--- src/hw/rtl/plotter_relative_move_encoder_defines.svh ---
// ----------------------------------------------------------------------------
// Plotter relative move encoder - assertion macros
// Shared assertion forms, clocked on clk and quiet while rst_n is low.
// ----------------------------------------------------------------------------
`ifndef PLOTTER_RELATIVE_MOVE_ENCODER_DEFINES_SVH
`define PLOTTER_RELATIVE_MOVE_ENCODER_DEFINES_SVH

// Same-cycle implication
`define PRME_ASSERT_IMP(label, ante, cons, msg) \
    label: assert property (@(posedge clk) disable iff (!rst_n) (ante) |-> (cons)) \
        else $error(msg);

// Next-cycle implication
`define PRME_ASSERT_NXT(label, ante, cons, msg) \
    label: assert property (@(posedge clk) disable iff (!rst_n) (ante) |=> (cons)) \
        else $error(msg);

`endif

--- src/hw/rtl/prme_pkg.sv ---
// ----------------------------------------------------------------------------
// prme_pkg
// Types, codes and helpers shared by the relative move encoder modules.
// ----------------------------------------------------------------------------
package prme_pkg;

    // Terminal command and address codes
    localparam logic [7:0] CODE_DOUBLE = 8'o010;
    localparam logic [7:0] CODE_ADDR   = 8'o100;
    localparam logic [7:0] CODE_COM    = 8'o060;
    localparam logic [7:0] CODE_FULLX  = 8'o070;
    localparam logic [7:0] CODE_FULLY  = 8'o007;
    localparam logic [3:0] SINGLE_UNITS = 4'd7;
    localparam logic [8:0] COUNT_MAX   = 9'd511;

    // Configuration register indexes
    localparam logic [1:0] CFG_PEN_UP = 2'd0;
    localparam logic [1:0] CFG_ESCAPE = 2'd1;
    localparam logic [1:0] CFG_ENTER  = 2'd2;
    localparam logic [1:0] CFG_EXIT   = 2'd3;

    // Configuration reset values
    localparam logic [7:0] RST_PEN_UP = 8'd4;
    localparam logic [7:0] RST_ESCAPE = 8'd27;
    localparam logic [7:0] RST_ENTER  = 8'd3;
    localparam logic [7:0] RST_EXIT   = 8'd4;

    // Move queue depth
    localparam int QUEUE_DEPTH = 4;
    localparam int QPTR_BITS   = 2;

    typedef struct packed {
        logic [7:0] pen_up_bits;
        logic [7:0] escape_byte;
        logic [7:0] enter_plot_byte;
        logic [7:0] exit_plot_byte;
    } cfg_t;

    // One classified move, handed from front to back
    typedef struct packed {
        logic       sign_x;
        logic       sign_y;
        logic       diag_en;
        logic [8:0] diag_cnt;
        logic       run_en;
        logic       run_x;
        logic [8:0] run_cnt;
        logic       single_x;
        logic       single_y;
        logic       rem_en;
        logic [2:0] rem_x;
        logic [2:0] rem_y;
    } move_t;

    // Clamp a step count to the repeat count range
    function automatic logic [8:0] sat_count(input logic [15:0] v);
        logic [8:0] r;
        r = (v > {7'd0, COUNT_MAX}) ? COUNT_MAX : v[8:0];
        return r;
    endfunction

endpackage

--- src/hw/rtl/prme_front.sv ---
// ----------------------------------------------------------------------------
// prme_front
// Accepts targets, tracks the pen, splits each move into step runs.
// ----------------------------------------------------------------------------
module prme_front
    import prme_pkg::*;
#(
    parameter int COORD_BITS = 12,
    parameter int STEP_UNITS = 7
)
(
    input  logic                  clk,
    input  logic                  rst_n,
    input  logic                  in_valid,
    output logic                  in_ready,
    input  logic [COORD_BITS-1:0] target_x,
    input  logic [COORD_BITS-1:0] target_y,
    input  logic                  q_full,
    output logic                  push,
    output move_t                 entry
);

    localparam int DIV = 2 * STEP_UNITS;
    localparam int CB  = COORD_BITS;
    localparam logic [CB-1:0] RECIP = CB'((1 << CB) / DIV);
    localparam logic [CB-1:0] DIV_C = CB'(DIV);

    logic          adv;
    logic          accept;
    logic          same;
    logic [CB:0]   dx;
    logic [CB:0]   dy;

    logic [CB-1:0] pen_x_reg;
    logic [CB-1:0] pen_y_reg;

    logic          v1_reg;
    logic          sx1_reg;
    logic          sy1_reg;
    logic [CB-1:0] ax1_reg;
    logic [CB-1:0] ay1_reg;

    logic            v2_reg;
    logic            sx2_reg;
    logic            sy2_reg;
    logic [CB-1:0]   ax2_reg;
    logic [CB-1:0]   ay2_reg;
    logic [2*CB-1:0] px2_reg;
    logic [2*CB-1:0] py2_reg;

    logic          v3_reg;
    logic          sx3_reg;
    logic          sy3_reg;
    logic [CB-1:0] qx3_reg;
    logic [CB-1:0] qy3_reg;
    logic [3:0]    rx3_reg;
    logic [3:0]    ry3_reg;

    logic [CB-1:0] qx0;
    logic [CB-1:0] qy0;
    logic [CB-1:0] rx0;
    logic [CB-1:0] ry0;
    logic          fix_x;
    logic          fix_y;

    logic [15:0] qx16;
    logic [15:0] qy16;
    logic [15:0] pts;
    logic [15:0] run;
    logic [3:0]  remx;
    logic [3:0]  remy;
    logic        sgl_x;
    logic        sgl_y;

    // Stall the whole pipe while a finished move waits on a full queue
    assign adv      = !(v3_reg && q_full);
    assign in_ready = adv;
    assign accept   = in_valid && adv;
    assign push     = v3_reg && adv;

    // Signed deltas against the current pen position
    assign same = (target_x == pen_x_reg) && (target_y == pen_y_reg);
    assign dx   = {1'b0, target_x} - {1'b0, pen_x_reg};
    assign dy   = {1'b0, target_y} - {1'b0, pen_y_reg};

    // Quotient estimate from the reciprocal product, then one correction step
    assign qx0   = px2_reg[2*CB-1:CB];
    assign qy0   = py2_reg[2*CB-1:CB];
    assign rx0   = ax2_reg - CB'(qx0 * DIV_C);
    assign ry0   = ay2_reg - CB'(qy0 * DIV_C);
    assign fix_x = (rx0 >= DIV_C);
    assign fix_y = (ry0 >= DIV_C);

    // Track pen position and run the three front stages
    always_ff @(posedge clk or negedge rst_n)
    begin
        if (!rst_n)
        begin
            pen_x_reg <= '0;
            pen_y_reg <= '0;
            v1_reg    <= 1'b0;
            v2_reg    <= 1'b0;
            v3_reg    <= 1'b0;
        end
        else
        begin
            if (accept)
            begin
                pen_x_reg <= target_x;
                pen_y_reg <= target_y;
            end
            if (adv)
            begin
                v1_reg <= accept && !same;
                v2_reg <= v1_reg;
                v3_reg <= v2_reg;
            end
        end
    end

    // Stage payloads: magnitude, reciprocal product, corrected quotient
    always_ff @(posedge clk)
    begin
        if (adv)
        begin
            sx1_reg <= dx[CB];
            sy1_reg <= dy[CB];
            ax1_reg <= dx[CB] ? CB'(-dx) : dx[CB-1:0];
            ay1_reg <= dy[CB] ? CB'(-dy) : dy[CB-1:0];

            sx2_reg <= sx1_reg;
            sy2_reg <= sy1_reg;
            ax2_reg <= ax1_reg;
            ay2_reg <= ay1_reg;
            px2_reg <= ax1_reg * RECIP;
            py2_reg <= ay1_reg * RECIP;

            sx3_reg <= sx2_reg;
            sy3_reg <= sy2_reg;
            qx3_reg <= fix_x ? qx0 + CB'(1) : qx0;
            qy3_reg <= fix_y ? qy0 + CB'(1) : qy0;
            rx3_reg <= fix_x ? 4'(rx0 - DIV_C) : rx0[3:0];
            ry3_reg <= fix_y ? 4'(ry0 - DIV_C) : ry0[3:0];
        end
    end

    // Classify the move into diagonal run, straight run, single and remainder
    always_comb
    begin
        qx16  = 16'(qx3_reg);
        qy16  = 16'(qy3_reg);
        pts   = (qx16 < qy16) ? qx16 : qy16;
        run   = (qx16 > qy16) ? qx16 - qy16 : qy16 - qx16;
        sgl_x = (rx3_reg > SINGLE_UNITS);
        sgl_y = (ry3_reg > SINGLE_UNITS);
        remx  = sgl_x ? rx3_reg - SINGLE_UNITS : rx3_reg;
        remy  = sgl_y ? ry3_reg - SINGLE_UNITS : ry3_reg;

        entry.sign_x   = sx3_reg;
        entry.sign_y   = sy3_reg;
        entry.diag_en  = (pts != 16'd0);
        entry.diag_cnt = sat_count(pts);
        entry.run_en   = (qx16 != qy16);
        entry.run_x    = (qx16 > qy16);
        entry.run_cnt  = sat_count(run);
        entry.single_x = sgl_x;
        entry.single_y = sgl_y;
        entry.rem_en   = (remx != 4'd0) || (remy != 4'd0);
        entry.rem_x    = remx[2:0];
        entry.rem_y    = remy[2:0];
    end

endmodule

--- src/hw/rtl/prme_queue.sv ---
// ----------------------------------------------------------------------------
// prme_queue
// Short queue of classified moves between front and back.
// ----------------------------------------------------------------------------
module prme_queue
    import prme_pkg::*;
(
    input  logic  clk,
    input  logic  rst_n,
    input  logic  push,
    input  move_t push_data,
    input  logic  pop,
    output move_t head,
    output logic  empty,
    output logic  full
);

`include "plotter_relative_move_encoder_defines.svh"

    move_t                slot_reg [QUEUE_DEPTH];
    logic [QPTR_BITS-1:0] wr_ptr_reg;
    logic [QPTR_BITS-1:0] rd_ptr_reg;
    logic [QPTR_BITS:0]   count_reg;

    assign empty = (count_reg == '0);
    assign full  = (count_reg == (QPTR_BITS+1)'(QUEUE_DEPTH));
    assign head  = slot_reg[rd_ptr_reg];

    // Advance pointers and occupancy
    always_ff @(posedge clk or negedge rst_n)
    begin
        if (!rst_n)
        begin
            wr_ptr_reg <= '0;
            rd_ptr_reg <= '0;
            count_reg  <= '0;
        end
        else
        begin
            if (push)
            begin
                wr_ptr_reg <= wr_ptr_reg + 1'b1;
            end
            if (pop)
            begin
                rd_ptr_reg <= rd_ptr_reg + 1'b1;
            end
            if (push && !pop)
            begin
                count_reg <= count_reg + 1'b1;
            end
            else if (pop && !push)
            begin
                count_reg <= count_reg - 1'b1;
            end
        end
    end

    // Store the pushed move
    always_ff @(posedge clk)
    begin
        if (push)
        begin
            slot_reg[wr_ptr_reg] <= push_data;
        end
    end

    `PRME_ASSERT_IMP(a_no_push_full, push, !full, "move pushed into full queue")
    `PRME_ASSERT_IMP(a_no_pop_empty, pop, !empty, "move popped from empty queue")
    `PRME_ASSERT_NXT(a_count_up, push && !pop, count_reg == $past(count_reg) + 1'b1,
        "queue occupancy did not grow on push")

endmodule

--- src/hw/rtl/prme_back.sv ---
// ----------------------------------------------------------------------------
// prme_back
// Walks the byte sequence of the head move, one result beat per cycle while the result port is ready.
// ----------------------------------------------------------------------------
module prme_back
    import prme_pkg::*;
(
    input  logic       clk,
    input  logic       rst_n,
    input  cfg_t       cfg,
    input  move_t      head,
    input  logic       empty,
    output logic       pop,
    output logic       out_valid,
    input  logic       out_ready,
    output logic [7:0] out_byte,
    output logic [8:0] out_count,
    output logic       out_last
);

`include "plotter_relative_move_encoder_defines.svh"

    typedef enum logic [3:0] {
        ST_ESC,
        ST_ENTER,
        ST_DIAG_CMD,
        ST_DIAG_ADDR,
        ST_RUN_CMD,
        ST_RUN_ADDR,
        ST_SGL_CMD,
        ST_SGL_ADDR,
        ST_REM_CMD,
        ST_REM_ADDR,
        ST_EXIT1_ESC,
        ST_EXIT1_CODE,
        ST_EXIT2_ESC,
        ST_EXIT2_CODE
    } step_t;

    step_t      step_reg;
    step_t      step_next;
    step_t      after_diag;
    step_t      after_run;
    step_t      after_sgl;
    logic       out_valid_reg;
    logic [7:0] out_byte_reg;
    logic [8:0] out_count_reg;
    logic       out_last_reg;

    logic       load;
    logic       emit;
    logic [7:0] cmd;
    logic [7:0] byte_next;
    logic [8:0] count_next;

    // Refill the output register when empty or drained this cycle
    assign load = !out_valid_reg || out_ready;
    assign emit = load && !empty;
    assign pop  = emit && (step_reg == ST_EXIT2_CODE);

    assign out_valid = out_valid_reg;
    assign out_byte  = out_byte_reg;
    assign out_count = out_count_reg;
    assign out_last  = out_last_reg;

    assign cmd = CODE_COM | cfg.pen_up_bits | {6'd0, head.sign_x, head.sign_y};

    // Skip the parts of the move that are absent
    always_comb
    begin
        after_sgl  = head.rem_en ? ST_REM_CMD : ST_EXIT1_ESC;
        after_run  = (head.single_x || head.single_y) ? ST_SGL_CMD : after_sgl;
        after_diag = head.run_en ? ST_RUN_CMD : after_run;

        case (step_reg)
            ST_ESC:        step_next = ST_ENTER;
            ST_ENTER:      step_next = head.diag_en ? ST_DIAG_CMD : after_diag;
            ST_DIAG_CMD:   step_next = ST_DIAG_ADDR;
            ST_DIAG_ADDR:  step_next = after_diag;
            ST_RUN_CMD:    step_next = ST_RUN_ADDR;
            ST_RUN_ADDR:   step_next = after_run;
            ST_SGL_CMD:    step_next = ST_SGL_ADDR;
            ST_SGL_ADDR:   step_next = after_sgl;
            ST_REM_CMD:    step_next = ST_REM_ADDR;
            ST_REM_ADDR:   step_next = ST_EXIT1_ESC;
            ST_EXIT1_ESC:  step_next = ST_EXIT1_CODE;
            ST_EXIT1_CODE: step_next = ST_EXIT2_ESC;
            ST_EXIT2_ESC:  step_next = ST_EXIT2_CODE;
            ST_EXIT2_CODE: step_next = ST_ESC;
            default:       step_next = ST_ESC;
        endcase
    end

    // Byte and repeat count for the current step
    always_comb
    begin
        count_next = 9'd1;
        case (step_reg)
            ST_ESC:       byte_next = cfg.escape_byte;
            ST_ENTER:     byte_next = cfg.enter_plot_byte;
            ST_DIAG_CMD:  byte_next = cmd | CODE_DOUBLE;
            ST_DIAG_ADDR:
            begin
                byte_next  = CODE_ADDR | CODE_FULLX | CODE_FULLY;
                count_next = head.diag_cnt;
            end
            ST_RUN_CMD:   byte_next = cmd | CODE_DOUBLE;
            ST_RUN_ADDR:
            begin
                byte_next  = CODE_ADDR | (head.run_x ? CODE_FULLX : CODE_FULLY);
                count_next = head.run_cnt;
            end
            ST_SGL_CMD:   byte_next = cmd;
            ST_SGL_ADDR:
            begin
                byte_next = CODE_ADDR | (head.single_x ? CODE_FULLX : 8'd0)
                            | (head.single_y ? CODE_FULLY : 8'd0);
            end
            ST_REM_CMD:   byte_next = cmd;
            ST_REM_ADDR:  byte_next = CODE_ADDR | {2'b00, head.rem_x, head.rem_y};
            ST_EXIT1_ESC: byte_next = cfg.escape_byte;
            ST_EXIT2_ESC: byte_next = cfg.escape_byte;
            default:      byte_next = cfg.exit_plot_byte;
        endcase
    end

    // Hold the step and the output beat
    always_ff @(posedge clk or negedge rst_n)
    begin
        if (!rst_n)
        begin
            step_reg      <= ST_ESC;
            out_valid_reg <= 1'b0;
            out_byte_reg  <= '0;
            out_count_reg <= '0;
            out_last_reg  <= 1'b0;
        end
        else if (emit)
        begin
            step_reg      <= step_next;
            out_valid_reg <= 1'b1;
            out_byte_reg  <= byte_next;
            out_count_reg <= count_next;
            out_last_reg  <= (step_reg == ST_EXIT2_CODE);
        end
        else if (load)
        begin
            out_valid_reg <= 1'b0;
        end
    end

    `PRME_ASSERT_IMP(a_count_nonzero, out_valid_reg, out_count_reg != 9'd0,
        "result beat with zero repeat count")
    `PRME_ASSERT_NXT(a_restart, emit && (step_reg == ST_EXIT2_CODE),
        (step_reg == ST_ESC) && out_last_reg, "move did not close with last beat")
    `PRME_ASSERT_IMP(a_pop_on_last, pop, emit && (step_next == ST_ESC),
        "move released before its final beat")

endmodule

--- src/hw/rtl/plotter_relative_move_encoder.sv ---
// A target passes the three front stages and the move queue before its first beat reaches the result port.
// Throughput: one result beat per cycle while the result port is ready; a move gives 8 to 14 beats,
// walked by the back-end step sequencer one byte per cycle.
// Targets are accepted every cycle while the four-entry move queue has room.
// A target equal to the pen position is taken but gives no beats.
// Reset: pen at (0,0), registers at their defaults, queue and result port empty.
// ----------------------------------------------------------------------------
// plotter_relative_move_encoder
// Encodes relative pen-up moves as terminal plot-mode byte runs.
// ----------------------------------------------------------------------------
module plotter_relative_move_encoder
    import prme_pkg::*;
#(
    parameter int COORD_BITS = 12,
    parameter int STEP_UNITS = 7
)
(
    input  logic                                  clk,
    input  logic                                  rst_n,
    // Configuration write port
    input  logic                                  cfg_we,
    input  logic [1:0]                            cfg_index,
    input  logic [7:0]                            cfg_wdata,
    // Target beats
    input  logic                                  s_axis_tvalid,
    output logic                                  s_axis_tready,
    input  logic [((2*COORD_BITS+7)/8)*8-1:0]     s_axis_tdata,  // target_x, target_y
    // Result beats
    output logic                                  m_axis_tvalid,
    input  logic                                  m_axis_tready,
    output logic [23:0]                           m_axis_tdata,  // out_byte, repeat_count
    output logic                                  m_axis_tlast   // last
);

    cfg_t       cfg_reg;
    move_t      push_data;
    move_t      head;
    logic       push;
    logic       pop;
    logic       q_empty;
    logic       q_full;
    logic [7:0] out_byte;
    logic [8:0] out_count;

    // Write configuration registers
    always_ff @(posedge clk or negedge rst_n)
    begin
        if (!rst_n)
        begin
            cfg_reg.pen_up_bits     <= RST_PEN_UP;
            cfg_reg.escape_byte     <= RST_ESCAPE;
            cfg_reg.enter_plot_byte <= RST_ENTER;
            cfg_reg.exit_plot_byte  <= RST_EXIT;
        end
        else if (cfg_we)
        begin
            case (cfg_index)
                CFG_PEN_UP: cfg_reg.pen_up_bits     <= cfg_wdata;
                CFG_ESCAPE: cfg_reg.escape_byte     <= cfg_wdata;
                CFG_ENTER:  cfg_reg.enter_plot_byte <= cfg_wdata;
                CFG_EXIT:   cfg_reg.exit_plot_byte  <= cfg_wdata;
                default:    cfg_reg.pen_up_bits     <= cfg_reg.pen_up_bits;
            endcase
        end
    end

    prme_front #(
        .COORD_BITS (COORD_BITS),
        .STEP_UNITS (STEP_UNITS)
    ) u_front (
        .clk      (clk),
        .rst_n    (rst_n),
        .in_valid (s_axis_tvalid),
        .in_ready (s_axis_tready),
        .target_x (s_axis_tdata[COORD_BITS-1:0]),
        .target_y (s_axis_tdata[2*COORD_BITS-1:COORD_BITS]),
        .q_full   (q_full),
        .push     (push),
        .entry    (push_data)
    );

    prme_queue u_queue (
        .clk       (clk),
        .rst_n     (rst_n),
        .push      (push),
        .push_data (push_data),
        .pop       (pop),
        .head      (head),
        .empty     (q_empty),
        .full      (q_full)
    );

    prme_back u_back (
        .clk       (clk),
        .rst_n     (rst_n),
        .cfg       (cfg_reg),
        .head      (head),
        .empty     (q_empty),
        .pop       (pop),
        .out_valid (m_axis_tvalid),
        .out_ready (m_axis_tready),
        .out_byte  (out_byte),
        .out_count (out_count),
        .out_last  (m_axis_tlast)
    );

    // Pack the result beat, byte in the low bits
    assign m_axis_tdata = {7'd0, out_count, out_byte};

endmodule
--- config.mk ---
export PLATFORM = sky130hd
export DESIGN_NAME = plotter_relative_move_encoder
export DESIGN_NICKNAME = d
export VERILOG_FILES = /design/src/hw/rtl/prme_pkg.sv /design/src/hw/rtl/prme_front.sv /design/src/hw/rtl/prme_queue.sv /design/src/hw/rtl/prme_back.sv /design/src/hw/rtl/plotter_relative_move_encoder.sv
export VERILOG_INCLUDE_DIRS = /design/src /design/src/hw/rtl
export SDC_FILE = /design/constraint.sdc
export NUM_CORES = 1
export LEC_CHECK = 0
export BUFFER_PORTS_ARGS = -buffer_cell sky130_fd_sc_hd__buf_2
export CORE_AREA = 5 5 197 199
export DETAILED_ROUTE_END_ITERATION = 16
export DIE_AREA = 0 0 202 204
export GPL_TIMING_DRIVEN = 0
export PLACE_DENSITY = 0.64
export SLEW_MARGIN = 20
export SYNTH_ARGS = -nofsm -noshare
export SYNTH_HDL_FRONTEND = slang
export SYNTH_SLANG_ARGS = --single-unit
--- constraint.sdc ---
create_clock -name clk -period 6 [get_ports clk]
set_input_delay 1.5 -clock clk [delete_from_list [all_inputs] [get_ports clk]]
set_output_delay 1.5 -clock clk [all_outputs]
set_load 0.01 [all_outputs]
==> impl_metrics.tcl <==
set metrics [dict create \
    initial_utilization 0.510 \
    root_buffer "clkbuf_16" \
    cts-resized-gates 0 \
    hp-class "reg2reg" \
    antenna_found_initial 0 \
    cp.required_ns 6.28 \
    yosysMostFrequentCell "edfxtp_1" \
    drtAntennaViolNets 0 \
    dr.pass1.iters 5 \
    synthFlopType "edfxtp_1" \
    seq_area_frac_synth 0.478 \
    gr-total-overflow 0 \
    fill_cells 3037 \
    finalSetupTns_ns 0 \
    criticalPathCategory "reg2reg" \
    drv_cap 0 \
    status "finished clean" \
    crit_slowest_cell "fa_1" \
    holdWs_ns 0.416 \
    post-cts-setup-buffers 0 \
    yosys-top-cells-area "edfxtp_1 (36%), ha_1 (12%), dfrtp_1 (10%), mux4_2 (3.8%), fa_1 (3.7%)" \
    cp-end-kind "flop" \
    core_area_sq_mm 0.0370 \
    slew_headroom 0.450 \
    clock-sinks 315 \
    synth_top_area_share 0.363 \
    syn2layout_area_growth_pct 11.6 \
    critical_path.max_fanout 10 \
    synth-seq-cells 315 \
    grt_pass1_vias 12363 \
    path_buf_inv 1 \
    cp_common_cell "a21oi_1" \
    clockBufferDepth 3 \
    fin_crit_ns 5.15 \
    setup_viol 0 \
    vias_per_cell 5.51 \
    grt_setup_unrepaired "no" \
    die-area_sq_mm 0.0412 \
    routedWlPerCell_um 16.8 \
    diodes 0 \
    die_w_um 202 \
    fmax_mhz 194 \
    syn_area_per_cell_sq_um 12.0 \
    crit_family "compound AO/OA/AOI/OAI gates" \
    synthCells 1571 \
    grt_pass1_wl_mm 61.9 \
    cp.arrival_ns 5.43 \
    h-tree-depth 2 \
    cts-buffers-inserted 36 \
    fp.dieH_um 204 \
    detailed_place_hpwl_mm 27.6 \
    clock-skew-final_ns 0.0181 \
    path_cells "fa_1, ha_1, a21o_1, a21oi_1, o21bai_1, a21oi_1, o21bai_1, a21oi_1, xor2_1, ha_1, nand2b_1, o221ai_1, a2111oi_0, o211ai_1, a2111oi_4, buf_6, mux2_2" \
    synth_edf_count 228 \
    numPortBuffers 58 \
    io_pins 66 \
    grt_max_degree 76 \
    nets 1937 \
    synthArstFlopShare 0.276 \
    ff_latch_area_sq_mm 0.00903 \
    clk_pin_slew_worst_paths_ns 0.06 \
    num_rows 71 \
    ys_warn_count 0 \
    totalWireLength_mm 36.6 \
    drive_gt1_frac 0.154 \
    max_stage_delay_ns 0.57 \
    synth_common_cells "edfxtp_1 (228), ha_1 (183), inv_1 (154)" \
    drv_slew 0 \
    finalCritPeriodShare 0.859 \
    multi_input_area_sq_mm 0.00915 \
    holdBufCountCts 0 \
    largest_reg_flops 128 \
    synth_cell_types 76 \
    gr-usage-all-layers 0.182 \
    syn_area_sq_mm 0.0189 \
    via_count 12006 \
    hold_violations 0 \
    route.detailed.drc 0 \
    cts_tree "built" \
    drt_iter0_drc 660 \
    gp_congestion 0.851 \
    tightest_slew_ns 0.819 \
    insertion_delay_ns 0.54 \
    synth_top_area_cell "edfxtp_1" \
    critPathLaunchType "flop" \
]
==> layout by cell type, fill, tap and decap left out, drive strengths merged, types with 10 or more instances in the layout <==
cell type	count
a21o	22
a21oi	75
a221oi	10
and2	11
buf	80
clkbuf	66
clkinv	13
dfrtp	79
edfxtp	228
fa	35
ha	183
inv	156
mux2	62
mux4	32
nand2	86
nand2b	14
nand3	29
nor2	85
nor2b	17
nor3	23
nor4	10
o211ai	12
o21a	17
o21ai	77
o21bai	10
o22ai	10
o31a	12
or2	10
or3	10
xnor2	77
xor2	35
==> cells by family after synthesis <==
family | share of synthesized area
AOI/OAI and AO/OA | 0.109
muxes | 0.0778
other | 0.000199
DFF | 0.478
xor gates and xnor gates | 0.0523
adders and majority gates | 0.159
buffers and inverters | 0.0403
and+or+nand+nor | 0.0830
==> per-layer routing <==
layer | vias to the layer above | GRT usage | wire (um)
met5 | - | 0 | 0
met4 | 0 | 0.0552 | 931
met3 | 61 | 0.0330 | 1480
met2 | 211 | 0.321 | 18600
met1 | 5782 | 0.230 | 15600
li1 | 5952 | - | -
==> path summary, 6_finish.rpt <==
check / cells past startpoint / slack, ns / endpoint / start
worst max register to register: 17 / 0.85 / u_front.ry3_reg[2]$_DFFE_PN_ / u_front.py2_reg[14]$_DFFE_PN_
worst min-delay path: 0 / 0.42 / u_front.rx3_reg[0]$_DFFE_PN_ / u_front.ax2_reg[0]$_DFFE_PN_
min in group asynchronous: 1 / 0.77 / u_queue.rd_ptr_reg[0]$_DFFE_PN0P_ / rst_n
max in group asynchronous: 2 / 4.58 / u_front.v2_reg$_DFFE_PN0N_ / rst_n
worst min register to register: 0 / 0.42 / u_front.rx3_reg[0]$_DFFE_PN_ / u_front.ax2_reg[0]$_DFFE_PN_
worst max-delay path: 17 / 0.85 / u_front.ry3_reg[2]$_DFFE_PN_ / u_front.py2_reg[14]$_DFFE_PN_
==> final cells by class <==
| type | count | area share |
|---|---|---|
| Buffer | 37 | 0.00849 |
| Clock buffer | 44 | 0.0441 |
| Clock inverter | 20 | 0.00801 |
| Inverter | 155 | 0.0276 |
| Multi-Input combinational cell | 1070 | 0.434 |
| Sequential cell | 315 | 0.428 |
| Tap cell | 474 | 0.0281 |
| Timing Repair Buffer | 65 | 0.0214 |
==> stage by stage <==
stage	utilization	worst slack [ns]	area, sq um	cells
2_1_floorplan	-	0.859	18900	1577
4_1_cts	0.569	0.822	21100	2180
3_3_place_gp	0.534	-0.937	19800	2109
6_report	0.569	0.848	21100	2180
3_5_place_dp	0.539	0.847	20000	2116
5_1_grt	0.569	0.578	21100	2180
Power is left out: the tool's default activity adds up to more than one toggle a clock period on the data nets, which glitch-free logic cannot reach.
